==> config.mk <==
export PLATFORM = sky130hd
export DESIGN_NAME = substring_first_match
export DESIGN_NICKNAME = d
export VERILOG_FILES = /design/src/rtl/sfm_pkg.sv /design/src/rtl/sfm_cell.sv /design/src/rtl/substring_first_match.sv
export SDC_FILE = /design/constraint.sdc
export NUM_CORES = 1
export LEC_CHECK = 0
export BUFFER_PORTS_ARGS = -buffer_cell sky130_fd_sc_hd__buf_2
export CORE_AREA = 5 5 228 230
export CTS_BUF_LIST = sky130_fd_sc_hd__clkbuf_4
export CTS_CLUSTER_DIAMETER = 120
export CTS_CLUSTER_SIZE = 16
export DETAILED_ROUTE_END_ITERATION = 10
export DIE_AREA = 0 0 233 235
export PLACE_DENSITY = 0.7
export SETUP_SLACK_MARGIN = 0.02
export SLEW_MARGIN = 20
export SYNTH_ARGS = -nofsm -noshare
export SYNTH_HDL_FRONTEND = slang
export SYNTH_SLANG_ARGS = --single-unit
==> constraint.sdc <==
create_clock -name clk -period 16.8 [get_ports clk]
set_input_delay 3.36 -clock clk [delete_from_list [all_inputs] [get_ports clk]]
set_output_delay 3.36 -clock clk [all_outputs]
set_load 0.1 [all_outputs]
==> src/rtl/sfm_pkg.sv <==
`default_nettype none

package sfm_pkg;

    localparam int PATTERN_BYTES = 16;
    localparam int LEN_BITS      = 5;
    localparam int LIMIT_BITS    = 16;
    localparam int OUT_IDX_BITS  = 16;
    localparam int CFG_BITS      = 64;
    localparam int CFG_IDX_BITS  = 3;

    localparam logic [CFG_IDX_BITS-1:0] CFG_PAT_LOW  = 3'd0;
    localparam logic [CFG_IDX_BITS-1:0] CFG_PAT_HIGH = 3'd1;
    localparam logic [CFG_IDX_BITS-1:0] CFG_PAT_LEN  = 3'd2;
    localparam logic [CFG_IDX_BITS-1:0] CFG_LIMIT    = 3'd3;

    typedef logic [7:0] byte_t;
    typedef byte_t [PATTERN_BYTES-1:0] pattern_t;

    typedef struct packed {
        logic shift;
        logic clear;
    } cell_ctrl_t;

endpackage

`default_nettype wire

==> src/rtl/sfm_cell.sv <==
`default_nettype none

module sfm_cell #(
    parameter int CELL_INDEX = 0
) (
    input  wire                              clk,
    input  wire                              rst_n,
    input  wire sfm_pkg::cell_ctrl_t         ctrl,
    input  wire sfm_pkg::byte_t              byte_in,
    input  wire sfm_pkg::pattern_t           pattern,
    input  wire [sfm_pkg::LEN_BITS-1:0]      len,
    output sfm_pkg::byte_t                   byte_out,
    output logic                             hit
);
    import sfm_pkg::*;

    byte_t               byte_reg;
    byte_t               byte_next;
    logic                active;
    logic [LEN_BITS-1:0] sel;
    byte_t               expected;

    // cell k holds window byte k and checks it against pattern byte len-1-k
    always_comb
    begin
        active   = int'(len) > CELL_INDEX;
        sel      = len - LEN_BITS'(1) - LEN_BITS'(CELL_INDEX);
        expected = sel[LEN_BITS-1] ? 8'd0 : pattern[sel[LEN_BITS-2:0]];
        hit      = !active || (byte_in == expected);
    end

    always_comb
    begin
        byte_next = byte_reg;
        if (ctrl.clear)
        begin
            byte_next = 8'd0;
        end
        else if (ctrl.shift)
        begin
            byte_next = byte_in;
        end
    end

    always_ff @(posedge clk or negedge rst_n)
    begin
        if (!rst_n)
        begin
            byte_reg <= 8'd0;
        end
        else
        begin
            byte_reg <= byte_next;
        end
    end

    assign byte_out = byte_reg;

endmodule

`default_nettype wire

==> src/rtl/substring_first_match.sv <==
`default_nettype none
// Streaming first-match substring search over a row of window cells.
// A result beat is registered in the output register, or the skid entry while
// the output stalls. Throughput: one text beat per cycle while the skid entry
// is empty; output register plus skid keep input flowing while a result waits.
// Reset: asynchronous active low; clears window, position, done flag, pattern
// registers to zero and search_limit to 65535.

module substring_first_match #(
    parameter int MAX_PATTERN = 16,
    parameter int INDEX_BITS  = 16
) (
    input  wire                                  clk,
    input  wire                                  rst_n,
    input  wire                                  cfg_write,
    input  wire [sfm_pkg::CFG_IDX_BITS-1:0]      cfg_index,
    input  wire [sfm_pkg::CFG_BITS-1:0]          cfg_data,
    input  wire                                  text_valid,
    output logic                                 text_stall,
    input  wire [7:0]                            text_byte,
    output logic                                 result_valid,
    input  wire                                  result_stall,
    output logic                                 found,
    output logic [sfm_pkg::OUT_IDX_BITS-1:0]     match_index
);
    import sfm_pkg::*;

    localparam int CW = (INDEX_BITS + 1 > LIMIT_BITS + 1) ? INDEX_BITS + 1 : LIMIT_BITS + 1;

    logic [CFG_BITS-1:0]   pat_low_reg;
    logic [CFG_BITS-1:0]   pat_high_reg;
    logic [LEN_BITS-1:0]   pat_len_reg;
    logic [LIMIT_BITS-1:0] limit_reg;

    logic [INDEX_BITS-1:0] pos_reg;
    logic [INDEX_BITS-1:0] pos_next;
    logic                  done_reg;
    logic                  done_next;

    logic                    out_valid_reg;
    logic                    out_found_reg;
    logic [OUT_IDX_BITS-1:0] out_index_reg;
    logic                    skid_valid_reg;
    logic                    skid_found_reg;
    logic [OUT_IDX_BITS-1:0] skid_index_reg;

    pattern_t              pattern;
    logic [LEN_BITS-1:0]   len;
    cell_ctrl_t            ctrl;
    byte_t                 chain [MAX_PATTERN];
    logic [MAX_PATTERN-1:0] hits;

    logic                    accept;
    logic                    is_term;
    logic                    examine;
    logic                    match;
    logic                    emit;
    logic                    res_found;
    logic [OUT_IDX_BITS-1:0] res_index;
    logic [CW-1:0]           pp1;
    logic [CW-1:0]           len_w;
    logic [CW-1:0]           lim_w;
    logic                    out_take;

    // configuration
    always_ff @(posedge clk or negedge rst_n)
    begin
        if (!rst_n)
        begin
            pat_low_reg  <= '0;
            pat_high_reg <= '0;
            pat_len_reg  <= '0;
            limit_reg    <= '1;
        end
        else if (cfg_write)
        begin
            case (cfg_index)
                CFG_PAT_LOW:  pat_low_reg  <= cfg_data;
                CFG_PAT_HIGH: pat_high_reg <= cfg_data;
                CFG_PAT_LEN:  pat_len_reg  <= cfg_data[LEN_BITS-1:0];
                CFG_LIMIT:    limit_reg    <= cfg_data[LIMIT_BITS-1:0];
                default:      ;
            endcase
        end
    end

    assign pattern = pattern_t'({pat_high_reg, pat_low_reg});

    always_comb
    begin
        if (int'(pat_len_reg) > MAX_PATTERN)
        begin
            len = LEN_BITS'(MAX_PATTERN);
        end
        else
        begin
            len = pat_len_reg;
        end
    end

    // window cells
    assign accept     = text_valid && !text_stall;
    assign is_term    = (text_byte == 8'd0);
    assign ctrl.shift = accept && !is_term;
    assign ctrl.clear = accept && is_term;

    genvar k;
    generate
        for (k = 0; k < MAX_PATTERN; k++)
        begin : g_cell
            sfm_cell #(
                .CELL_INDEX(k)
            ) u_cell (
                .clk      (clk),
                .rst_n    (rst_n),
                .ctrl     (ctrl),
                .byte_in  ((k == 0) ? byte_t'(text_byte) : chain[(k == 0) ? 0 : k - 1]),
                .pattern  (pattern),
                .len      (len),
                .byte_out (chain[k]),
                .hit      (hits[k])
            );
        end
    endgenerate

    // match decision
    always_comb
    begin
        pp1     = CW'(pos_reg) + CW'(1);
        len_w   = CW'(len);
        lim_w   = CW'(limit_reg);
        examine = !done_reg && (pos_reg != '1);
        if (len == '0)
        begin
            match     = (pos_reg == '0) && (limit_reg != '0);
            res_index = '0;
        end
        else
        begin
            match     = (pp1 >= len_w) && (pp1 <= lim_w) && (&hits);
            res_index = OUT_IDX_BITS'(pp1 - len_w);
        end
        if (is_term)
        begin
            emit      = accept && !done_reg;
            res_found = 1'b0;
            res_index = '0;
        end
        else
        begin
            emit      = accept && examine && match;
            res_found = 1'b1;
        end
    end

    always_comb
    begin
        pos_next  = pos_reg;
        done_next = done_reg;
        if (accept)
        begin
            if (is_term)
            begin
                pos_next  = '0;
                done_next = 1'b0;
            end
            else
            begin
                if (pos_reg != '1)
                begin
                    pos_next = pos_reg + INDEX_BITS'(1);
                end
                if (emit)
                begin
                    done_next = 1'b1;
                end
            end
        end
    end

    always_ff @(posedge clk or negedge rst_n)
    begin
        if (!rst_n)
        begin
            pos_reg  <= '0;
            done_reg <= 1'b0;
        end
        else
        begin
            pos_reg  <= pos_next;
            done_reg <= done_next;
        end
    end

    // output register with one skid entry
    assign out_take   = out_valid_reg && !result_stall;
    assign text_stall = skid_valid_reg;

    always_ff @(posedge clk or negedge rst_n)
    begin
        if (!rst_n)
        begin
            out_valid_reg  <= 1'b0;
            skid_valid_reg <= 1'b0;
        end
        else if (out_take || !out_valid_reg)
        begin
            if (skid_valid_reg)
            begin
                out_valid_reg  <= 1'b1;
                skid_valid_reg <= 1'b0;
            end
            else
            begin
                out_valid_reg <= emit;
            end
        end
        else if (emit)
        begin
            skid_valid_reg <= 1'b1;
        end
    end

    always_ff @(posedge clk)
    begin
        if (out_take || !out_valid_reg)
        begin
            if (skid_valid_reg)
            begin
                out_found_reg <= skid_found_reg;
                out_index_reg <= skid_index_reg;
            end
            else if (emit)
            begin
                out_found_reg <= res_found;
                out_index_reg <= res_index;
            end
        end
        else if (emit)
        begin
            skid_found_reg <= res_found;
            skid_index_reg <= res_index;
        end
    end

    assign result_valid = out_valid_reg;
    assign found        = out_found_reg;
    assign match_index  = out_index_reg;

endmodule

`default_nettype wire

==> impl_metrics.py <==
metrics = {
    "outcome": {
        "status": "finished, final reports clean",
    },
    "logic_synthesis": {
        "async_flop_share_pct": 89.4,
        "synth_seq_cells": 322,
        "synth_area_mm2": 0.0260,
        "ys_warn_count": 0,
        "ys_types": 94,
        "syn_nets": 2993,
        "synthCells": 2876,
        "synth_edf_count": 34,
        "ys.flop_type": "dfrtp_1",
        "synth_area_per_cell_um2": 9.03,
        "ys_seq_area_share_pct": 31.7,
    },
    "cts": {
        "cts_tree": "yes",
        "cts_setup_buffers": 0,
        "cts_buffers": 24,
        "clock_path_buffers": 3,
        "cts_root_buffer": "clkbuf_4",
        "cts_hold_buffers": 0,
        "ctsResizeCount": 0,
        "h-tree-depth": 1,
        "path_clk_slew_ns": 0.22,
        "cts_sinks": 322,
        "clk_latency_ns": 0.87,
    },
    "detailed_routing": {
        "drc": 0,
        "ant_nets": 0,
        "post_drt_wl_per_cell_um": 32.9,
        "wl_mm": 115,
        "firstDrtPassIters": 7,
        "vias": 25400,
        "vias_per_cell": 7.22,
        "initialDrtViolationCount": 4097,
    },
    "final_layout": {
        "fin_util_pct": 54.7,
        "layout_commonest_cell": "nand2_1",
        "largest_reg_flops": 120,
        "stdcell_count": 3512,
        "layout-drive-gt1-share_pct": 18.8,
        "final_cell_mix": "nand2_1, dfrtp_1, o21ai_0",
        "syn2layout_area_growth_pct": 4.46,
        "fillers": 4561,
        "fin_nets": 2942,
    },
    "floorplanning": {
        "die_x_um": 233,
        "row_count": 82,
        "die_height_um": 235,
        "initial_core_util_pct": 52.3,
        "fp.coreArea_mm2": 0.0497,
        "io_pins": 99,
        "die_area_mm2": 0.0548,
    },
    "setup_path": {
        "cp_data_required_time_ns": 17.28,
        "critPathCaptureType": "register",
        "cp.arrival_ns": 8.53,
        "cp-start-kind": "register",
        "cp_slowest_cell": "nor3_1",
        "r2r_slack_ns": 8.76,
        "r2r-end": "skid_index_reg[0]",
        "r2r_start": "pat_len_reg[0]",
        "path_cells": "buf_4, or3_1, nand3_2, buf_4, inv_1, ha_1, inv_1, nor3_1, nor2_1, mux2_2, xor2_1, o311ai_0, a41oi_1, nor4_1, nand2_1, o21ai_1, and3b_1",
        "critPathMaxFanout": 71,
        "worstSetupPathType": "reg2reg",
        "cpPeakStageDelay_ns": 0.87,
        "r2r_cells": 17,
    },
    "sta": {
        "holdWs_ns": 0.548,
        "maxSlewHeadroom_pct": 13.3,
        "skew_ns": 0.0797,
        "period_minus_slack_ns": 8.04,
        "fmaxAchievable_mhz": 124,
        "rsz0062_at_grt": "no",
        "slew_violations": 0,
        "hold_viol": 0,
        "setup_viol": 0,
        "tightestPinTransition_ns": 1.30,
        "setup_tns_ns": 0,
        "final.period_utilization_pct": 47.9,
    },
    "power_and_ir_drop": {
        "vdd_drop_max_mv": 0.116,
        "total_power_w": 0.00487,
        "power_density_mw_per_mm2": 179,
        "p_leak_nw": 10.8,
    },
    "global_route": {
        "grt_pass1_wl_mm": 167,
        "grt_antenna_before_repair": 5,
        "track_usage_pct": 40.9,
        "grt_max_degree": 88,
        "grt_pass1_vias": 23200,
        "gr-total-overflow": 0,
    },
    "worst_hold_path": {
        "min_from": "skid_index_reg[4]",
        "hold_end": "match_index[4]",
        "whs_path_depth": 2,
        "holdCritPathClass": "reg2reg",
    },
    "flow_run": {
        "cap_violations": 0,
    },
    "placement": {
        "dp_hpwl_mm": 88.4,
        "io_buffers": 98,
        "place_congestion": 1.12,
        "dp_cells": 3471,
    },
}
cells in the mapped netlist (64+ instances only):
cell type	count	area, um^2
nand2_1	353	1330
nor3_1	68	340
nor2_1	159	597
mux2i_1	138	1380
dfrtp_1	272	6810
mux4_2	64	1440
nand3_1	65	325
inv_1	71	267
xnor2_1	64	561
o21ai_0	220	1100
o22ai_1	71	444
clkbuf_1	148	556
a21oi_1	73	365
mux2_2	213	2400
power by group:
| part | internal (W) | leakage, nW | switching, W |
|---|---|---|---|
| sequential | 0.000948 | 3.90 | 0.000303 |
| clock | 0.000101 | 0.176 | 0.000265 |
| combinational | 0.00117 | 6.74 | 0.00208 |
| total | 0.00222 | 10.8 | 0.00265 |
worst max path at each step:
stage / from / to / slack [ns] / depth (start not counted)
detailed placement: pat_len_reg[0] / skid_index_reg[5] / 9.20 / 17
floorplan: pat_len_reg[0] / found / 9.43 / 28
CTS: pat_len_reg[0] / skid_index_reg[0] / 9.11 / 17
global placement: pat_len_reg[4] / skid_index_reg[5] / 9.46 / 17
global route: pat_len_reg[0] / skid_index_reg[2] / 8.56 / 17
finish: pat_len_reg[0] / skid_index_reg[0] / 8.76 / 17
stage by stage:
| stage | worst slack, ns | cell area (um^2) |
|---|---|---|
| 2_1_floorplan | 9.43 | 26000 |
| 3_3_place_gp | 9.46 | 26800 |
| 3_5_place_dp | 9.20 | 26800 |
| 4_1_cts | 9.11 | 27100 |
| 5_1_grt | 8.56 | 27100 |
| 6_report | 8.76 | 27100 |
layer usage:
layer | share of wire [%] | vias up | track usage (%)
met5 | 0.011 | - | 0
met3 | 12 | 367 | 11.4
met2 | 41 | 1712 | 57.7
met1 | 40 | 12500 | 57.6
met4 | 6.9 | 2 | 20.4
li1 | - | 10700 | -
cell type report:
cell class                      instances  area (um^2)  area share, %
Multi-Input combinational cell       2248        16500           60.9
Sequential cell                       322         8260           30.4
Timing Repair Buffer                  154          921           3.39
Tap cell                              672          841           3.10
Inverter                               75          287           1.06
Clock buffer                           37          278           1.02
Clock inverter                          2         18.8         0.0692
Antenna cell                            2         5.00         0.0184
kinds of logic (layout without fill, tap and decap cells):
family / Yosys count / in the layout / share of synthesized area, %
and+or+nand+nor: 936 / 936 / 18.1
AOI/OAI and AO/OA: 747 / 747 / 19.4
muxes: 415 / 415 / 20.1
DFF: 322 / 322 / 31.7
buffers and inverters: 306 / 268 / 4.99
xor gates and xnor gates: 113 / 113 / 3.88
adders and majority gates: 37 / 37 / 1.81
other: 0 / 2 / 0
worst max-delay path: cells and delay by family, from the launching register on:
| kind | cells | cell delay, ns |
|---|---|---|
| XOR/XNOR | 1 | 0.14 |
| AO/OA/AOI/OAI | 3 | 1.00 |
| adder cells (fa/ha/maj) | 1 | 0.25 |
| flip-flops | 1 | 0.76 |
| AND/OR/NAND/NOR | 7 | 3.57 |
| multiplexers | 1 | 0.40 |
| buffers and inverters | 4 | 1.42 |
No activity file was read; power rests on OpenSTA's default activity.
